$ cat src/rtl/ssc_pkg.sv
`timescale 1ns / 1ps

package ssc_pkg;

	// Field and register widths
	localparam int PIX_W      = 8;
	localparam int TAP_W      = 8;
	localparam int NUM_TAPS   = 4;
	localparam int W_REG_W    = 11;
	localparam int H_REG_W    = 13;
	localparam int R_REG_W    = 2;
	localparam int CFG_IDX_W  = 3;
	localparam int CFG_DATA_W = 13;
	localparam int ROW_W      = 12;
	localparam int HEIGHT_LIMIT = 4096;

	// Arithmetic widths: tap sum <= 255*7, weighted sum <= 255 * tap sum
	localparam int TS_W   = 11;
	localparam int ACC_W  = 19;
	localparam int QUOT_W = 8;

	// Register indexes
	localparam logic [CFG_IDX_W-1:0] REG_IMAGE_WIDTH   = 3'd0;
	localparam logic [CFG_IDX_W-1:0] REG_IMAGE_HEIGHT  = 3'd1;
	localparam logic [CFG_IDX_W-1:0] REG_KERNEL_RADIUS = 3'd2;
	localparam logic [CFG_IDX_W-1:0] REG_TAP_CENTER    = 3'd3;
	localparam logic [CFG_IDX_W-1:0] REG_TAP_DIST1     = 3'd4;
	localparam logic [CFG_IDX_W-1:0] REG_TAP_DIST2     = 3'd5;
	localparam logic [CFG_IDX_W-1:0] REG_TAP_DIST3     = 3'd6;

	// Sequencer states
	typedef enum logic [2:0] {
		ST_IDLE,
		ST_EVAL,
		ST_ROW,
		ST_RDIV,
		ST_CLOAD,
		ST_CSUM,
		ST_CDIV,
		ST_FIN
	} state_t;

endpackage

$ cat src/rtl/ssc_div.sv
`timescale 1ns / 1ps

module ssc_div
	import ssc_pkg::*;
(
	input  logic              clk,
	input  logic              arst_n,
	input  logic              start,
	input  logic [ACC_W-1:0]  dividend,
	input  logic [TS_W-1:0]   divisor,
	output logic [QUOT_W-1:0] quot,
	output logic              done
);

	logic [ACC_W-1:0]          rem_q;
	logic [ACC_W-1:0]          dsh_q;
	logic [$clog2(QUOT_W)-1:0] cnt_q;
	logic                      run_q;

	// Restoring division, one quotient bit per cycle, MSB first
	always_ff @(posedge clk or negedge arst_n) begin
		if (!arst_n) begin
			run_q <= 1'b0;
			done  <= 1'b0;
			cnt_q <= '0;
		end else if (start) begin
			run_q <= 1'b1;
			done  <= 1'b0;
			cnt_q <= '0;
		end else if (run_q) begin
			cnt_q <= cnt_q + 1'b1;
			if (32'(cnt_q) == QUOT_W - 1) begin
				run_q <= 1'b0;
				done  <= 1'b1;
			end
		end
	end

	always_ff @(posedge clk) begin
		if (start) begin
			rem_q <= dividend;
			dsh_q <= ACC_W'(divisor) << (QUOT_W - 1);
			quot  <= '0;
		end else if (run_q) begin
			if (rem_q >= dsh_q) begin
				rem_q <= rem_q - dsh_q;
				quot  <= {quot[QUOT_W-2:0], 1'b1};
			end else begin
				quot  <= {quot[QUOT_W-2:0], 1'b0};
			end
			dsh_q <= dsh_q >> 1;
		end
	end

endmodule

$ cat config.mk
export PLATFORM = sky130hd
export DESIGN_NAME = ssc_div
export DESIGN_NICKNAME = d
export VERILOG_FILES = /design/src/rtl/ssc_pkg.sv /design/src/rtl/ssc_div.sv
export SDC_FILE = /design/constraint.sdc
export NUM_CORES = 1
export LEC_CHECK = 0
export ABC_CLOCK_PERIOD_IN_PS = 4000
export BUFFER_PORTS_ARGS = -buffer_cell sky130_fd_sc_hd__clkbuf_2
export CAP_MARGIN = 20
export CORE_ASPECT_RATIO = 0.8
export CORE_UTILIZATION = 50
export CTS_CLUSTER_SIZE = 28
export DETAILED_ROUTE_END_ITERATION = 10
export PLACE_DENSITY = 0.82
export SETUP_SLACK_MARGIN = 0.3
export SYNTH_ARGS = -nofsm -noshare
export SYNTH_HDL_FRONTEND = slang
export SYNTH_SLANG_ARGS = --single-unit
$ cat constraint.sdc
create_clock -name clk -period 4 [get_ports clk]
set_input_delay 0.2 -clock clk [delete_from_list [all_inputs] [get_ports clk]]
set_output_delay 0.2 -clock clk [all_outputs]
set_load 0.05 [all_outputs]
==> reports/summary.txt <==
skew final -> 0.00383 ns
Synth area leader -> edfxtp_1
Worst R2R End -> rem_q[6]
WHS Endpoint -> dsh_q[14]
Area contributors post-synth -> edfxtp_1, dfxtp_1, ha_1
FF-to-FF Start -> dsh_q[4]
startpoint types -> register
Max-slew headroom -> 44.0%
total power draw -> 2.33 mW
status -> completed
initial antenna violation count -> 0
Layout area overhead -> 13.2%
Root Buffer -> clkbuf_8
synth cell count leaders -> nand2_1, edfxtp_1, nor2_1
number of flops mapped to enable cells by yosys -> 30
worst hold margin -> 0.155 ns
LEAKAGE -> 1.60 nW
Post-DP Area -> 3270 um2
sequential area share after synthesis -> 44.1%
Core Area -> 5620 um2
CP max FO -> 19
Crit path arrival time -> 2.87 ns
Antenna Violating Nets Remaining -> 0
post-CTS sizing -> 0
Least-Margin Pin Slew -> 0.839 ns
total wire length -> 6200 um
Die W -> 88.7 um
hpwl dp -> 4590 um
CTS Sinks -> 50
highest clock rate -> 343 MHz
Min-Delay Path Class -> in -> reg
Starting Density -> 53.6%
cell count of the worst reg-to-reg path -> 8
via count -> 2333
Post-Layout Cell Count -> 433
CTS tree -> yes
IO Count -> 42
Fin Setup TNS -> 0 ns
drt pass-1 iters -> 4
crit end category -> register
Synth Register Bits -> 50
min-delay src -> divisor[7]
post-route cell area -> 3410 um2
Synth Warn # -> 0
worst-case vdd ir drop -> 0.326 mV
Final Hold Fails -> 0
total gr overflow -> 0
unique cell type count in the Yosys netlist -> 47
first-pass GRT wire length -> 10300 um
cell area after synthesis -> 3010 um2
clk_lat worst skew -> 0.31 ns
Synth top area share -> 30.0%
Die ar. -> 6330 um2
row count -> 24
antenna diode count -> 0
syn avg cell area -> 9.52 um2
max-cap viol count -> 0
# placed instances -> 424
# port buffers -> 41
Final period util -> 72.9%
mean routed wirelength per cell -> 14.3 um
setup slack, reg-to-reg -> 1.08 ns
Inserted Clock Buffers -> 5
NumNets Final -> 408
Final min period -> 2.92 ns
cell area power density -> 684 nW/um2
share of cells above drive strength 1 -> 16.6%
total track usage -> 21.3%
fillers -> 481
Max Root-Sink Buffers -> 2
# DRC -> 0
Async S/R FF share, synth -> 10.0%
Setup CP Type -> reg -> reg
Most used DFF post-synth -> edfxtp_1
most frequent cell after synthesis -> nand2_1
CTS clock-pin slew for the worst setup and hold paths -> 0.10 ns
DIE HEIGHT -> 71.4 um
Post-Synthesis Cells -> 316
htree depth -> 2
vias per cell -> 5.39
DRT iter0 DRCs -> 130
Finish-stage setup viols -> 0
Routability Congestion -> 0.897
syn nets -> 370
largest net degree at the start of global routing -> 42
RSZ-0062 raised after global routing -> false
hold depth -> 3
vias in the first global route -> 2225
CP required -> 3.95 ns
Max Slew Vio Count -> 0
## critical path, stage by stage (launching register included)
cell	delay [ns]
dfxtp_1	0.37
inv_1	0.05
ha_1	0.40
nand2_1	0.12
a211oi_1	0.29
o21ba_2	0.24
o21ai_2	0.09
o21ai_0	0.26
a21o_1	0.72
## through the flow
step,utilization (%),worst slack (ns)
3_3_place_gp,58.2,1.26
3_5_place_dp,58.2,1.09
5_1_grt,60.7,0.857
6_report,60.7,1.08
4_1_cts,60.7,1.08
2_1_floorplan,-,1.54
## area by class of cell
| cell class | instances | area, um2 | area share [%] |
|---|---|---|---|
| clock inverters | 1 | 8.76 | 0.257 |
| well taps | 78 | 97.6 | 2.87 |
| multi-input cells | 229 | 1530 | 45.0 |
| repair buffers | 44 | 230 | 6.76 |
| flip-flops and latches | 50 | 1330 | 38.9 |
| clock buffers | 7 | 119 | 3.49 |
| inverters | 24 | 90.1 | 2.65 |
## sequential cells by signal, summed over array words and instances, names as in the netlist
signal / count
rem_q: 19
dsh_q: 18
quot: 8
cnt_q: 3
done: 1
run_q: 1
## kinds of logic after synthesis
kind of cell / Yosys count / share of synthesized area [%]
and+or+nand+nor: 99 / 14.6
DFF: 50 / 44.1
AOI/OAI and AO/OA: 73 / 16.1
xor gates and xnor gates: 17 / 4.95
adders and majority gates: 21 / 8.99
muxes: 19 / 6.36
buffers and inverters: 37 / 4.91
## power by group
part           internal (mW)  leakage (nW)  switching, mW
Combinational          0.487          1.03          0.689
Clock                  0.200        0.0647          0.181
Sequential             0.717         0.508         0.0553
Total                   1.40          1.60          0.925
## cell usage in the layout, fill, tap and decap left out, types with 7 or more instances in the layout
master	Yosys	final
nor2_1	29	29
inv_1	24	24
a21oi_1	18	18
ha_1	20	20
xnor2_1	9	9
clkbuf_2	0	41
o21ai_0	21	21
o31ai_1	7	7
dfxtp_1	15	15
xor2_1	8	8
nand2_1	43	43
nand3_1	7	7
mux2i_1	18	18
edfxtp_1	30	30
## routing by layer
layer	vias up	global-route usage (%)	wire [um]
li1	1183	-	-
met5	-	0	0
met4	0	4.66	52
met1	1091	30.8	3120
met3	7	5.76	293
met2	52	32.2	2730
## worst max-delay path by stage
| stage | slack (ns) | cells after the start | to | start |
|---|---|---|---|---|
| finish | 1.08 | 8 | rem_q[6] | dsh_q[4] |
| global route | 0.86 | 8 | rem_q[8] | dsh_q[4] |
| CTS | 1.08 | 8 | rem_q[6] | dsh_q[4] |
| detailed placement | 1.09 | 8 | rem_q[6] | dsh_q[4] |
| global placement | 1.26 | 8 | rem_q[11] | dsh_q[4] |
| floorplan | 1.54 | 8 | rem_q[0] | rem_q[13] |
## repair_timing
action | in CTS | in global routing
hold buffers | 1 | 0
hold endpoints to repair | 5 | 0
buffers inserted | 0 | 0
No activity file was read; power rests on OpenSTA's default activity.
