`src/rtl/ssc_pkg.sv`:
```
`timescale 1ns / 1ps

package ssc_pkg;

	// Field and register widths
	localparam int PIX_W      = 8;
	localparam int TAP_W      = 8;
	localparam int NUM_TAPS   = 4;
	localparam int W_REG_W    = 11;
	localparam int H_REG_W    = 13;
	localparam int R_REG_W    = 2;
	localparam int CFG_IDX_W  = 3;
	localparam int CFG_DATA_W = 13;
	localparam int ROW_W      = 12;
	localparam int HEIGHT_LIMIT = 4096;

	// Arithmetic widths: tap sum <= 255*7, weighted sum <= 255 * tap sum
	localparam int TS_W   = 11;
	localparam int ACC_W  = 19;
	localparam int QUOT_W = 8;

	// Register indexes
	localparam logic [CFG_IDX_W-1:0] REG_IMAGE_WIDTH   = 3'd0;
	localparam logic [CFG_IDX_W-1:0] REG_IMAGE_HEIGHT  = 3'd1;
	localparam logic [CFG_IDX_W-1:0] REG_KERNEL_RADIUS = 3'd2;
	localparam logic [CFG_IDX_W-1:0] REG_TAP_CENTER    = 3'd3;
	localparam logic [CFG_IDX_W-1:0] REG_TAP_DIST1     = 3'd4;
	localparam logic [CFG_IDX_W-1:0] REG_TAP_DIST2     = 3'd5;
	localparam logic [CFG_IDX_W-1:0] REG_TAP_DIST3     = 3'd6;

	// Sequencer states
	typedef enum logic [2:0] {
		ST_IDLE,
		ST_EVAL,
		ST_ROW,
		ST_RDIV,
		ST_CLOAD,
		ST_CSUM,
		ST_CDIV,
		ST_FIN
	} state_t;

endpackage

```
`src/rtl/ssc_cell.sv`:
```
`timescale 1ns / 1ps

module ssc_cell
	import ssc_pkg::*;
(
	input  logic             clk,
	input  logic             arst_n,
	input  logic             shift_en,
	input  logic [PIX_W-1:0] pix_in,
	input  logic [TAP_W-1:0] weight,
	input  logic [ACC_W-1:0] psum_in,
	output logic [PIX_W-1:0] pix,
	output logic [ACC_W-1:0] psum
);

	logic [PIX_W+TAP_W-1:0] prod_q;

	// Hold one sample, hand it on to the next cell on shift
	always_ff @(posedge clk or negedge arst_n) begin
		if (!arst_n) begin
			pix <= '0;
		end else if (shift_en) begin
			pix <= pix_in;
		end
	end

	// Weight the sample, then add into the partial sum from the previous cell
	always_ff @(posedge clk or negedge arst_n) begin
		if (!arst_n) begin
			prod_q <= '0;
			psum   <= '0;
		end else begin
			prod_q <= pix * weight;
			psum   <= psum_in + ACC_W'(prod_q);
		end
	end

endmodule

```
`config.mk`:
```
export PLATFORM = sky130hd
export DESIGN_NAME = ssc_cell
export DESIGN_NICKNAME = d
export VERILOG_FILES = /design/src/rtl/ssc_pkg.sv /design/src/rtl/ssc_cell.sv
export SDC_FILE = /design/constraint.sdc
export NUM_CORES = 1
export LEC_CHECK = 0
export ABC_AREA = 1
export ABC_CLOCK_PERIOD_IN_PS = 3800
export BUFFER_PORTS_ARGS = -buffer_cell sky130_fd_sc_hd__buf_2
export CORE_ASPECT_RATIO = 1.4
export CORE_MARGIN = 10
export CORE_UTILIZATION = 45
export DETAILED_ROUTE_END_ITERATION = 8
export PLACE_DENSITY = 0.68
export SYNTH_ARGS = -nofsm -noshare
export SYNTH_HDL_FRONTEND = slang
export SYNTH_SLANG_ARGS = --single-unit
```
`constraint.sdc`:
```
create_clock -name clk -period 3.8 [get_ports clk]
set_input_delay 0 -clock clk [delete_from_list [all_inputs] [get_ports clk]]
set_output_delay 0 -clock clk [all_outputs]
set_load 0.02 [all_outputs]
```
==> results.py <==
metrics = {
    "floorplanning": {
        "ios": 65,
        "start_util_pct": 46.3,
        "rows": 42,
        "die_w_um": 104,
        "die_area_um2": 14200,
        "fp.coreArea_um2": 9510,
        "dieHeight_um": 137,
    },
    "clock_tree": {
        "cts-root-buf": "clkbuf_16",
        "clkSlewWorstSetupHoldPaths_ns": 0.06,
        "clock_latency_ns": 0.29,
        "h-tree-depth": 2,
        "clk_path_buf_depth": 2,
        "numCtsBuffers": 5,
        "clkSinkCount": 43,
        "tritoncts": "built",
    },
    "global_route": {
        "grt_use_total_pct": 14.5,
        "grt_pass1_vias": 3915,
        "antenna_found_initial": 0,
        "grt_max_degree": 44,
        "grt_pass1_wl_um": 17100,
        "grt_overflow": 0,
    },
    "layout": {
        "regArea_um2": 1080,
        "utilization_pct": 56.1,
        "drive_gt1_share_pct": 21.4,
        "syn_to_final_growth_pct": 21.0,
        "final_nets": 786,
        "multi_input_area_um2": 2840,
        "diodes": 0,
        "fillers": 871,
        "final_cells": 791,
        "layout_commonest_cell": "nand2_1",
        "final_cell_mix": "nand2_1 (166), inv_1 (132), buf_2 (64)",
        "design_area_um2": 5330,
    },
    "yosys": {
        "async_flop_share_pct": 100,
        "ys_seq_area_share_pct": 24.4,
        "syn_area_per_cell_um2": 7.67,
        "synth-edff-count": 0,
        "synth_ff_type": "dfrtp_1",
        "synthDistinctLibCells": 25,
        "syn_area_um2": 4410,
        "netlist_instances": 575,
        "ys_warn_count": 0,
        "synthesis.nets": 702,
        "synth_seq_cells": 43,
    },
    "routing": {
        "drtIter0Drc": 116,
        "wire_per_inst_um": 12.6,
        "via_count": 3714,
        "dr.pass1.iters": 4,
        "drc": 0,
        "vias_per_cell": 4.70,
        "ant_nets": 0,
        "finalWirelength_um": 9990,
    },
    "setup_path": {
        "worstPathRequired_ns": 3.98,
        "crit_path_end_kind": "flop",
        "worstPathMaxFanout": 5,
        "path_class": "flop to flop",
        "ff2ff_setup_slack_ns": -0.04,
        "crit_arrival_ns": 4.01,
        "cpPeakStageDelay_ns": 0.56,
        "path_cells": "buf_4 -> buf_4 -> nand2_1 -> fa_2 -> inv_1 -> fa_1 -> fa_1 -> inv_2 -> fa_1 -> inv_2 -> ha_4 -> a21oi_4 -> nor2_1 -> nor2_1 -> nand2_1 -> buf_4 -> xor2_1",
        "cp-start-kind": "flop",
        "cp_slowest_cell": "fa_1",
    },
    "place": {
        "portBuffers": 64,
        "place_inst": 761,
        "hpwl_um": 8130,
        "dp_slack_ns": -0.0144,
        "postPlaceCellArea_um2": 4910,
        "gp_congestion": 0.912,
    },
    "sta": {
        "holdWs_ns": 0.0126,
        "timing.final.hold_violations": 0,
        "finalCritPeriodShare_pct": 101,
        "finalSetupViolCount": 1,
        "rsz0062_at_grt": "true",
        "fin_crit_ns": 3.84,
        "drv_slew": 0,
        "tightest_slew_ns": 0.948,
        "fmax_ghz": 0.261,
        "fin_skew_ns": 0.00337,
        "fin_ws_ns": -0.0382,
        "slew_headroom_pct": 36.8,
    },
    "job": {
        "drv_cap": 0,
    },
    "status": {
        "status": "complete, but fails checks",
        "violations": "negative setup slack",
    },
    "hold_path": {
        "hold_path_class": "input port to flop",
    },
    "power_and_ir_drop": {
        "cellPowerDensity_nw_per_um2": 687,
        "p_leak_nw": 3.20,
        "irDropWorstVdd_v": 0.000326,
    },
}
-- where the power goes --
part | switching (mW) | internal, mW | total, mW | leakage [nW]
Combinational | 1.50 | 1.03 | 2.52 | 2.62
Sequential | 0.0514 | 0.651 | 0.703 | 0.503
Clock | 0.180 | 0.257 | 0.437 | 0.0727
Total | 1.73 | 1.93 | 3.66 | 3.20
-- logic make-up after synthesis --
logic type,share of synthesized area [%]
xor+xnor,3.38
fa+ha+maj,31.6
compound gates,3.86
flops,24.4
mux,2.04
simple gates,21.3
buf+inv,13.4
-- final timing paths --
| path | cells after the start | end | startpoint |
|---|---|---|---|
| min in group asynchronous | 2 | psum[2] | arst_n |
| worst max-delay path | 17 | prod_q[10] | pix[4] |
| worst min-delay path | 3 | psum[16] | psum_in[16] |
| max in group asynchronous | 2 | pix[5] | arst_n |
| worst min register to register | 1 | psum[0] | prod_q[0] |
| worst max register to register | 17 | prod_q[10] | pix[4] |
-- Yosys cell counts, types with 3 or more instances --
cell / number / area share (%)
ha_1: 52 / 15
inv_1: 138 / 12
fa_1: 37 / 17
xor2_1: 12 / 2.4
nand3_1: 21 / 2.4
a21oi_2: 3 / 0.60
xnor2_1: 5 / 0.99
nand2_1: 173 / 15
o21ai_0: 5 / 0.57
nor2_2: 6 / 0.85
a21oi_1: 20 / 2.3
dfrtp_1: 43 / 24
nor2_1: 17 / 1.4
nand2_2: 3 / 0.43
clkbuf_1: 16 / 1.4
nor3_1: 5 / 0.57
mux2_2: 8 / 2.0
-- registers in the layout, indices dropped and copies added, names as in the netlist --
register / flops
prod_q: 16
pix: 8
psum: 19
-- cell type report --
type	instances	share of cell area (%)
repair buffers	94	10.7
flip-flops and latches	43	20.3
clock inverters	1	0.0938
clock buffers	6	2.60
multi-input cells	375	53.3
inverters	140	9.85
well taps	132	3.10
-- per-layer routing --
layer  global-route usage, %  routed length (µm)  up-vias  part of all wire [%]
met5                       0                   0        -                     0
met3                    2.92                 378       31                   3.8
met4                    7.55                 388        0                   3.9
met2                    28.0                5400       88                    54
met1                    14.4                3820     1724                    38
li1                        -                   -     1871                     -
-- repair_timing --
action,4_1_cts,5_1_grt
hold endpoints to repair,54,0
hold buffers,12,0
endpoints found under the setup margin,3,6
setup buffers,0,11
resized for setup,2,22
pin swaps,0,15
-- metrics by stage --
stage	total power, mW	setup TNS [ns]
after floorplan	2.48	0
after global placement	2.93	0
after detailed placement	2.99	-0.0144
after CTS	3.45	0
after global routing	4.07	-0.787
final	3.66	-0.0382
-- critical path, delay by kind of cell, from the launching register on --
family | cells | cell delay (ns)
AND/OR/NAND/NOR | 4 | 0.33
XOR/XNOR | 1 | 0.13
buffers and inverters | 6 | 0.59
flip-flops | 1 | 0.41
adder cells (fa/ha/maj) | 5 | 2.15
AO/OA/AOI/OAI | 1 | 0.13
Power figures use the tool's default switching activity.
